### src/rtl/ebv_pkg.sv
// Shared types and constants for the extension block validator.
// Depends on nothing; every other file of the block imports it.
package ebv_pkg;

  // Default width of the block byte counter
  localparam int unsigned BLOCK_LEN_BITS_DEF = 16;

  // Widths of the transaction fields
  localparam int unsigned LEN_W  = 16;
  localparam int unsigned BYTE_W = 8;
  localparam int unsigned ACC_W  = 32;
  localparam int unsigned ID_W   = 31;
  localparam int unsigned GRP_W  = 3;

  // Command codes
  localparam logic CMD_START = 1'b0;
  localparam logic CMD_DATA  = 1'b1;

  // Varint constants
  localparam logic [ACC_W-1:0] ACC_LIMIT  = 32'h01FF_FFFF;  // all ones >> 7
  localparam logic [GRP_W-1:0] MAX_GROUPS = 3'd5;
  localparam int unsigned      CONT_BIT   = 7;

  typedef enum logic [2:0] {
    EV_CONSUMED = 3'd0,
    EV_HEADER   = 3'd1,
    EV_VALUE    = 3'd2,
    EV_ERROR    = 3'd3,
    EV_IGNORED  = 3'd4
  } event_e;

  typedef enum logic [1:0] {
    ERR_NONE     = 2'd0,
    ERR_TRUNC    = 2'd1,
    ERR_RANGE    = 2'd2,
    ERR_NONCANON = 2'd3
  } err_e;

  typedef struct packed {
    logic              cmd;
    logic [LEN_W-1:0]  blk_len;
    logic [BYTE_W-1:0] data_byte;
  } in_item_t;

  typedef struct packed {
    logic [2:0]        event_res;
    logic [ID_W-1:0]   ext_id;
    logic              critical;
    logic [LEN_W-1:0]  value_len;
    logic [BYTE_W-1:0] value_byte;
    logic [LEN_W-1:0]  value_index;
    logic [1:0]        error_code;
    logic              block_done;
  } out_item_t;

endpackage

### src/rtl/ebv_in_stage.sv
// Input register stage of the extension block validator.
// Depends on ebv_pkg for the input transaction type.
module ebv_in_stage
  import ebv_pkg::*;
(
  input  logic     clk_i,
  input  logic     rst_ni,
  input  logic     in_valid_i,
  input  in_item_t in_item_i,
  output logic     in_stall_o,
  input  logic     adv_i,
  output logic     s1_valid_o,
  output in_item_t s1_item_o
);

  logic     valid_q, valid_d;
  in_item_t item_q;
  logic     take;

  // Take a new transaction when the stage is empty or drains this cycle
  assign take       = in_valid_i && (!valid_q || adv_i);
  assign in_stall_o = valid_q && !adv_i;
  assign valid_d    = take || (valid_q && !adv_i);

  always_ff @(posedge clk_i or negedge rst_ni) begin
    if (!rst_ni) begin
      valid_q <= 1'b0;
    end else begin
      valid_q <= valid_d;
    end
  end

  // Hold payload unless a new transaction is taken
  always_ff @(posedge clk_i) begin
    if (take) begin
      item_q <= in_item_i;
    end
  end

  assign s1_valid_o = valid_q;
  assign s1_item_o  = item_q;

endmodule

### src/rtl/ebv_parser.sv
// Block parser: holds the block and varint state and decodes one byte a cycle while fire_i is high.
// Depends on ebv_pkg for transaction types, codes and varint constants.
module ebv_parser
  import ebv_pkg::*;
#(
  parameter int unsigned BLOCK_LEN_BITS = BLOCK_LEN_BITS_DEF
) (
  input  logic      clk_i,
  input  logic      rst_ni,
  input  logic      fire_i,
  input  in_item_t  item_i,
  output out_item_t result_o
);

  typedef enum logic [2:0] {
    PH_KEY = 3'b001,
    PH_LEN = 3'b010,
    PH_VAL = 3'b100
  } phase_e;

  logic                      open_q, open_d;
  phase_e                    phase_q, phase_d;
  logic [ACC_W-1:0]          acc_q, acc_d;
  logic [GRP_W-1:0]          groups_q, groups_d;
  logic [BLOCK_LEN_BITS-1:0] left_q, left_d;
  logic [ID_W-1:0]           cur_id_q, cur_id_d;
  logic                      crit_q, crit_d;
  logic [LEN_W-1:0]          vleft_q, vleft_d;
  logic [LEN_W-1:0]          vpos_q, vpos_d;
  logic [ID_W-1:0]           last_id_q, last_id_d;
  logic                      seen_q, seen_d;

  logic [ACC_W-1:0]          acc_new;
  logic [GRP_W-1:0]          groups_new;
  logic [BLOCK_LEN_BITS-1:0] left_dec;
  logic [ID_W-1:0]           key_id;
  logic [LEN_W-1:0]          len_val;
  logic [BYTE_W-1:0]         b;

  // Fewest 7-bit groups that can carry the value
  function automatic logic [GRP_W-1:0] min_groups(input logic [ACC_W-1:0] v);
    logic [GRP_W-1:0] n;
    if (v[31:28] != '0) begin
      n = 3'd5;
    end else if (v[27:21] != '0) begin
      n = 3'd4;
    end else if (v[20:14] != '0) begin
      n = 3'd3;
    end else if (v[13:7] != '0) begin
      n = 3'd2;
    end else begin
      n = 3'd1;
    end
    return n;
  endfunction

  assign b          = item_i.data_byte;
  assign acc_new    = {acc_q[ACC_W-8:0], b[6:0]};
  assign groups_new = groups_q + GRP_W'(1);
  assign left_dec   = left_q - BLOCK_LEN_BITS'(1);
  assign key_id     = acc_new[ACC_W-1:1];
  assign len_val    = acc_new[LEN_W-1:0];

  // Decode one transaction against the current state
  always_comb begin
    open_d    = open_q;
    phase_d   = phase_q;
    acc_d     = acc_q;
    groups_d  = groups_q;
    left_d    = left_q;
    cur_id_d  = cur_id_q;
    crit_d    = crit_q;
    vleft_d   = vleft_q;
    vpos_d    = vpos_q;
    last_id_d = last_id_q;
    seen_d    = seen_q;

    result_o             = '0;
    result_o.event_res   = EV_CONSUMED;
    result_o.error_code  = ERR_NONE;

    if (item_i.cmd == CMD_START) begin
      // Open a fresh block, drop any old one
      phase_d   = PH_KEY;
      acc_d     = '0;
      groups_d  = '0;
      cur_id_d  = '0;
      crit_d    = 1'b0;
      vleft_d   = '0;
      vpos_d    = '0;
      last_id_d = '0;
      seen_d    = 1'b0;
      left_d    = BLOCK_LEN_BITS'(item_i.blk_len);
      open_d    = (left_d != '0);
      result_o.block_done = (left_d == '0);
    end else if (!open_q || left_q == '0) begin
      result_o.event_res = EV_IGNORED;
    end else begin
      left_d = left_dec;
      if (phase_q == PH_VAL) begin
        // Pass a value byte through
        vpos_d  = vpos_q + LEN_W'(1);
        vleft_d = vleft_q - LEN_W'(1);
        if (vleft_d == '0) begin
          phase_d = PH_KEY;
        end
        if (left_dec == '0) begin
          open_d = 1'b0;
        end
        result_o.event_res   = EV_VALUE;
        result_o.value_byte  = b;
        result_o.value_index = vpos_q;
        result_o.block_done  = (left_dec == '0);
      end else if (acc_q > ACC_LIMIT) begin
        open_d              = 1'b0;
        result_o.event_res  = EV_ERROR;
        result_o.error_code = ERR_RANGE;
      end else begin
        acc_d    = acc_new;
        groups_d = groups_new;
        if (b[CONT_BIT]) begin
          // Continuation group
          if (groups_new >= MAX_GROUPS) begin
            open_d              = 1'b0;
            result_o.event_res  = EV_ERROR;
            result_o.error_code = ERR_RANGE;
          end else if (left_dec == '0) begin
            open_d              = 1'b0;
            result_o.event_res  = EV_ERROR;
            result_o.error_code = ERR_TRUNC;
          end
        end else if (min_groups(acc_new) != groups_new) begin
          open_d              = 1'b0;
          result_o.event_res  = EV_ERROR;
          result_o.error_code = ERR_NONCANON;
        end else if (phase_q != PH_LEN) begin
          // Key varint ends: check id order, then move to the length
          if (key_id == '0 || (seen_q && key_id <= last_id_q)) begin
            open_d              = 1'b0;
            result_o.event_res  = EV_ERROR;
            result_o.error_code = ERR_NONCANON;
          end else if (left_dec == '0) begin
            open_d              = 1'b0;
            result_o.event_res  = EV_ERROR;
            result_o.error_code = ERR_TRUNC;
          end else begin
            cur_id_d = key_id;
            crit_d   = acc_new[0];
            vleft_d  = '0;
            acc_d    = '0;
            groups_d = '0;
            phase_d  = PH_LEN;
          end
        end else if (acc_new > ACC_W'(left_dec)) begin
          open_d              = 1'b0;
          result_o.event_res  = EV_ERROR;
          result_o.error_code = ERR_TRUNC;
        end else begin
          // Length varint ends: report the header
          vleft_d   = len_val;
          vpos_d    = '0;
          last_id_d = cur_id_q;
          seen_d    = 1'b1;
          acc_d     = '0;
          groups_d  = '0;
          phase_d   = (len_val != '0) ? PH_VAL : PH_KEY;
          if (left_dec == '0) begin
            open_d = 1'b0;
          end
          result_o.event_res  = EV_HEADER;
          result_o.block_done = (left_dec == '0);
        end
      end
    end

    result_o.ext_id    = cur_id_d;
    result_o.critical  = crit_d;
    result_o.value_len = vleft_d;
  end

  // Advance state on each processed transaction
  always_ff @(posedge clk_i or negedge rst_ni) begin
    if (!rst_ni) begin
      open_q    <= 1'b0;
      phase_q   <= PH_KEY;
      acc_q     <= '0;
      groups_q  <= '0;
      left_q    <= '0;
      cur_id_q  <= '0;
      crit_q    <= 1'b0;
      vleft_q   <= '0;
      vpos_q    <= '0;
      last_id_q <= '0;
      seen_q    <= 1'b0;
    end else if (fire_i) begin
      open_q    <= open_d;
      phase_q   <= phase_d;
      acc_q     <= acc_d;
      groups_q  <= groups_d;
      left_q    <= left_d;
      cur_id_q  <= cur_id_d;
      crit_q    <= crit_d;
      vleft_q   <= vleft_d;
      vpos_q    <= vpos_d;
      last_id_q <= last_id_d;
      seen_q    <= seen_d;
    end
  end

endmodule

### src/rtl/ebv_out_stage.sv
// Result register stage of the extension block validator.
// Depends on ebv_pkg for the result transaction type.
module ebv_out_stage
  import ebv_pkg::*;
(
  input  logic      clk_i,
  input  logic      rst_ni,
  input  logic      load_i,
  input  out_item_t result_i,
  output logic      ready_o,
  output logic      out_valid_o,
  output out_item_t out_item_o,
  input  logic      out_stall_i
);

  logic      valid_q, valid_d;
  out_item_t item_q;

  // Free when empty or when the held transaction leaves this cycle
  assign ready_o = !valid_q || !out_stall_i;
  assign valid_d = load_i || (valid_q && out_stall_i);

  always_ff @(posedge clk_i or negedge rst_ni) begin
    if (!rst_ni) begin
      valid_q <= 1'b0;
    end else begin
      valid_q <= valid_d;
    end
  end

  // Hold the result while stalled
  always_ff @(posedge clk_i) begin
    if (load_i) begin
      item_q <= result_i;
    end
  end

  assign out_valid_o = valid_q;
  assign out_item_o  = item_q;

endmodule

### src/rtl/extension_block_validator_core.sv
// Extension block validator: checks a block of key/length/value extensions.
// An accepted input transaction passes the input register, then the result register.
// Throughput: one transaction per cycle while no result is stalled.
// A stalled result holds the pipeline; the input stalls once both registers are full and the result is stalled.
// Reset clears the pipeline valids and all block state (no block open).
// Depends on ebv_pkg, ebv_in_stage, ebv_parser and ebv_out_stage.
module extension_block_validator_core
  import ebv_pkg::*;
#(
  parameter int unsigned BLOCK_LEN_BITS = BLOCK_LEN_BITS_DEF
) (
  input  logic      clk_i,
  input  logic      rst_ni,
  input  logic      in_valid_i,
  input  in_item_t  in_item_i,
  output logic      in_stall_o,
  output logic      out_valid_o,
  output out_item_t out_item_o,
  input  logic      out_stall_i
);

  logic      s1_valid;
  in_item_t  s1_item;
  logic      out_ready;
  logic      fire;
  out_item_t result;

  // Process the held transaction when the result register is free
  assign fire = s1_valid && out_ready;

  ebv_in_stage u_in (
    .clk_i      (clk_i),
    .rst_ni     (rst_ni),
    .in_valid_i (in_valid_i),
    .in_item_i  (in_item_i),
    .in_stall_o (in_stall_o),
    .adv_i      (fire),
    .s1_valid_o (s1_valid),
    .s1_item_o  (s1_item)
  );

  ebv_parser #(
    .BLOCK_LEN_BITS (BLOCK_LEN_BITS)
  ) u_parser (
    .clk_i    (clk_i),
    .rst_ni   (rst_ni),
    .fire_i   (fire),
    .item_i   (s1_item),
    .result_o (result)
  );

  ebv_out_stage u_out (
    .clk_i       (clk_i),
    .rst_ni      (rst_ni),
    .load_i      (fire),
    .result_i    (result),
    .ready_o     (out_ready),
    .out_valid_o (out_valid_o),
    .out_item_o  (out_item_o),
    .out_stall_i (out_stall_i)
  );

endmodule

### config.mk
export PLATFORM = sky130hd
export DESIGN_NAME = extension_block_validator_core
export DESIGN_NICKNAME = d
export VERILOG_FILES = /design/src/rtl/ebv_pkg.sv /design/src/rtl/ebv_in_stage.sv /design/src/rtl/ebv_parser.sv /design/src/rtl/ebv_out_stage.sv /design/src/rtl/extension_block_validator_core.sv
export SDC_FILE = /design/constraint.sdc
export NUM_CORES = 1
export LEC_CHECK = 0
export ABC_AREA = 1
export BUFFER_PORTS_ARGS = -buffer_cell sky130_fd_sc_hd__clkbuf_2
export CAP_MARGIN = 30
export CORE_UTILIZATION = 40
export DETAILED_ROUTE_END_ITERATION = 7
export GPL_TIMING_DRIVEN = 1
export PLACE_DENSITY_LB_ADDON = 0.3
export SETUP_SLACK_MARGIN = 0.4
export SYNTH_ARGS = -nofsm -noshare
export SYNTH_HDL_FRONTEND = slang
export SYNTH_SLANG_ARGS = --single-unit
### constraint.sdc
create_clock -name clk_i -period 5.5 [get_ports clk_i]
set_input_delay 0.275 -clock clk_i [delete_from_list [all_inputs] [get_ports clk_i]]
set_output_delay 0.275 -clock clk_i [all_outputs]
set_load 0.02 [all_outputs]
==> results.yml <==
status:
  outcome: "finished, final reports clean"
layout:
  final-instance-count-excl-fill: 2219
  areaGrowthSynthToFinish_pct: 15.5
  drive_above_1_share_pct: 14.3
  finalNetCount: 1831
  fillCellCount: 3209
  n_antenna_cell: 0
setup_path:
  cp_max_fo: 32
  worst_endpoint_required_time_ns: 5.94
  setup.worst_path.end: "u_parser.last_id_q[25]"
  r2r-start: "u_parser.left_q[0]"
  worstPathCellList: "inv_1 -> ha_1 -> inv_1 -> nor2_1 -> nand2_1 -> nor2_2 -> nand3_1 -> o21ai_1 -> inv_1 -> ha_1 -> nand3_1 -> nor2_1 -> nand4_1 -> a21oi_4 -> buf_4 -> nand2_4 -> nand2_4 -> nand2_4 -> nor2_4 -> nand2_2 -> o21ai_0"
  cp_data_arrival_time_ns: 5.00
  critical_path.top_delay_family: "simple AND/OR/NAND/NOR gates"
  r2r-end: "u_parser.last_id_q[25]"
  worst_path_largest_cell_delay_ns: 0.53
  endpoint_kind: "register"
  reg2reg_setup_slack_ns: 0.94
  crit_path_top_delay_cell: "nand2_2"
  crit_type: "register to register"
  timing.critical_path.from: "u_parser.left_q[0]"
  crit_cells: 21
  start_kind: "register"
  reg2reg_depth: 21
  critPathBufInv: 4
hold_path:
  hold_path.class: "input port to asynchronous set/reset pin"
cts:
  later_pin_clock_latency_in_the_skew_report_ns: 0.55
  cts_made_buffers: 29
  max-clock-path-buffers: 3
  clock-sinks: 256
  cts_resized: 0
  path_clk_slew_ns: 0.06
  cts_tree: "done"
  cts_root_buffer: "clkbuf_16"
  holdBufCountCts: 28
  postCtsSetupRepairBufs: 0
  h-tree-depth: 1
timing:
  timing.clock.skew_ns: 0.0158
  period_share_pct: 82.8
  hold_viol_final: 0
  setup_tns_ns: 0
  final.setup.worst_slack_ns: 0.944
  final-max-slew-violation-count: 0
  minimum_clock_period_after_layout_ns: 4.56
  grt_setup_unrepaired: "false"
  setup_violations: 0
  slew-limit-headroom_pct: 32.2
  max_clock_freq_mhz: 220
  max_slew.worst_pin.slew_ns: 1.02
power:
  ir_worst_vdd_mv: 0.404
  cellPowerDensity_nw_per_um2: 548
  power.combinational.fraction_pct: 46.3
  power_w: 0.00876
  share_seq_of_total_power_pct: 32.2
  power.leakage_nw: 7.68
  power_switching_share_pct: 44.5
  power.clock.fraction_pct: 21.5
  power_switching_w: 0.00390
  internal_power_w: 0.00486
logic_synthesis:
  commonest_cells_in_the_netlist: "454 x nand2_1, 210 x inv_1, 152 x dfrtp_1"
  syn-mean-instance-area_sq_um: 8.49
  yosys.cell_types.count: 45
  mappedNetlistArea_sq_um: 13800
  synth.largest_area_cell: "dfrtp_1"
  postSynthRegisterBits: 256
  synthFlopType: "dfrtp_1"
  ys_warn_count: 0
  most_area_consuming_cells_after_synthesis: "dfrtp_1 28%, edfxtp_1 22%, nand2_1 12%"
  synth_top_area_share_pct: 27.5
  postSynthCellCount: 1630
  async_flop_share_pct: 59.8
  synth-seq-area-share_pct: 50.1
  synth-edff-count: 103
  synth_fp_nets: 1713
  yosysMostFrequentCell: "nand2_1"
floorplanning:
  placeableCoreArea_sq_um: 33800
  floorplan.initialDensity_pct: 40.9
  rows: 67
  ios: 109
  die_y_um: 188
  floorplan.die.width_um: 188
  floorplan.die_area_sq_um: 35300
global_route:
  grt_first_pass_wirelength_um: 59100
  grt_start_max_net_pins: 102
  antenna_found_initial: 0
  number_of_global_route_vias_before_repair: 11009
  globalRoute.totalOverflow: 0
  grt_usage_pct: 20.7
detailed_routing:
  detailedRoute.firstIterationViolations: 988
  wire_per_inst_um: 16.3
  ant_nets: 0
  detailroute.via_count: 11556
  wl_um: 36300
  count_of_tritonroute_iterations_in_the_first_routing_pass: 5
  drc: 0
  drt-vias-per-instance: 5.21
flow_run:
  max_cap_viols: 0
placement:
  i_o_buffers: 108
  dp.final_hpwl_um: 24500
  globalplace.congestion: 0.913
  place_ws_ns: 0.927
  dpl.cell_count: 2136
-- kinds of logic after synthesis --
logic type	Yosys count	synth area share [%]
simple gates	818	26.2
buf+inv	276	7.92
flops	256	50.1
compound gates	203	9.39
fa+ha+maj	54	4.89
xor+xnor	23	1.51
-- area by class of cell --
type                       instances  area, sq um  area share, %
clock inverter                    14          131          0.822
clock buffer                      40          787           4.92
tap                              448          561           3.51
timing repair buffer             150          952           5.96
multi-input combinational       1098         5820           36.4
sequential                       256         6920           43.3
inverter                         213          802           5.02
-- worst reg2reg max path, cell delays in order (launching register included) --
cell and delay, ns:
dfrtp_1 0.42, inv_1 0.13, ha_1 0.20, inv_1 0.07, nor2_1 0.13, nand2_1 0.11
nor2_2 0.16, nand3_1 0.11, o21ai_1 0.24, inv_1 0.09, ha_1 0.27, nand3_1 0.09
nor2_1 0.14, nand4_1 0.22, a21oi_4 0.20, buf_4 0.24, nand2_4 0.17, nand2_4 0.14
nand2_4 0.18, nor2_4 0.17, nand2_2 0.53, o21ai_0 0.42
-- power groups by stage --
stage / Combinational, W / Sequential [W] / Clock [W]
2_1_floorplan: 0.00291 / 0.00290 / 0
3_3_place_gp: 0.00394 / 0.00284 / 0
3_5_place_dp: 0.00400 / 0.00285 / 0
4_1_cts: 0.00405 / 0.00282 / 0.00193
5_1_grt: 0.00459 / 0.00288 / 0.00199
6_report: 0.00405 / 0.00282 / 0.00189
-- how the worst min path moves through the flow --
stage | endpoint | start
floorplan | u_in.s1_valid_o | rst_ni
global placement | u_parser.seen_q | u_parser.seen_q
detailed placement | u_in.s1_item_o[19] | in_item_i[19]
CTS | u_in.s1_item_o[19] | in_item_i[19]
global route | u_parser.vleft_q[13] | rst_ni
finish | u_parser.vleft_q[13] | rst_ni
-- stage by stage --
step           area, sq um  utilization [%]  hold slack, ns
5_1_grt              16000             47.3           0.287
3_3_place_gp         14800             43.7           0.454
4_1_cts              16000             47.2           0.414
6_report             16000             47.3           0.246
2_1_floorplan        13800                -         -0.0206
3_5_place_dp         14800             43.7           0.454
-- layer usage --
metal	vias up	wire length, um	global-route usage [%]
met2	315	16200	33.1
met1	5546	17300	29.3
met4	0	913	5.82
met5	-	0	0
li1	5640	-	-
met3	55	1860	2.88
-- state kept, by name, indices dropped and copies added, names as in the netlist, 16 cells and up --
signal / cells
u_parser.cur_id_q: 31
u_parser.acc_q: 32
u_in.s1_item_o: 25
u_parser.last_id_q: 31
u_parser.vleft_q: 16
u_parser.left_q: 16
u_parser.vpos_q: 16
u_out.out_item_o: 78
-- cell usage in the layout (no fill, tap or decap), types with 55 or more instances in the layout --
master	n
nand3_1	80
dfrtp_1	152
nor2_1	117
o21ai_2	56
edfxtp_1	103
a21oi_1	55
clkbuf_2	107
nand4_1	88
o21ai_0	58
inv_1	210
nand2_1	454
Note: power is estimated with default switching activity, not from simulation.
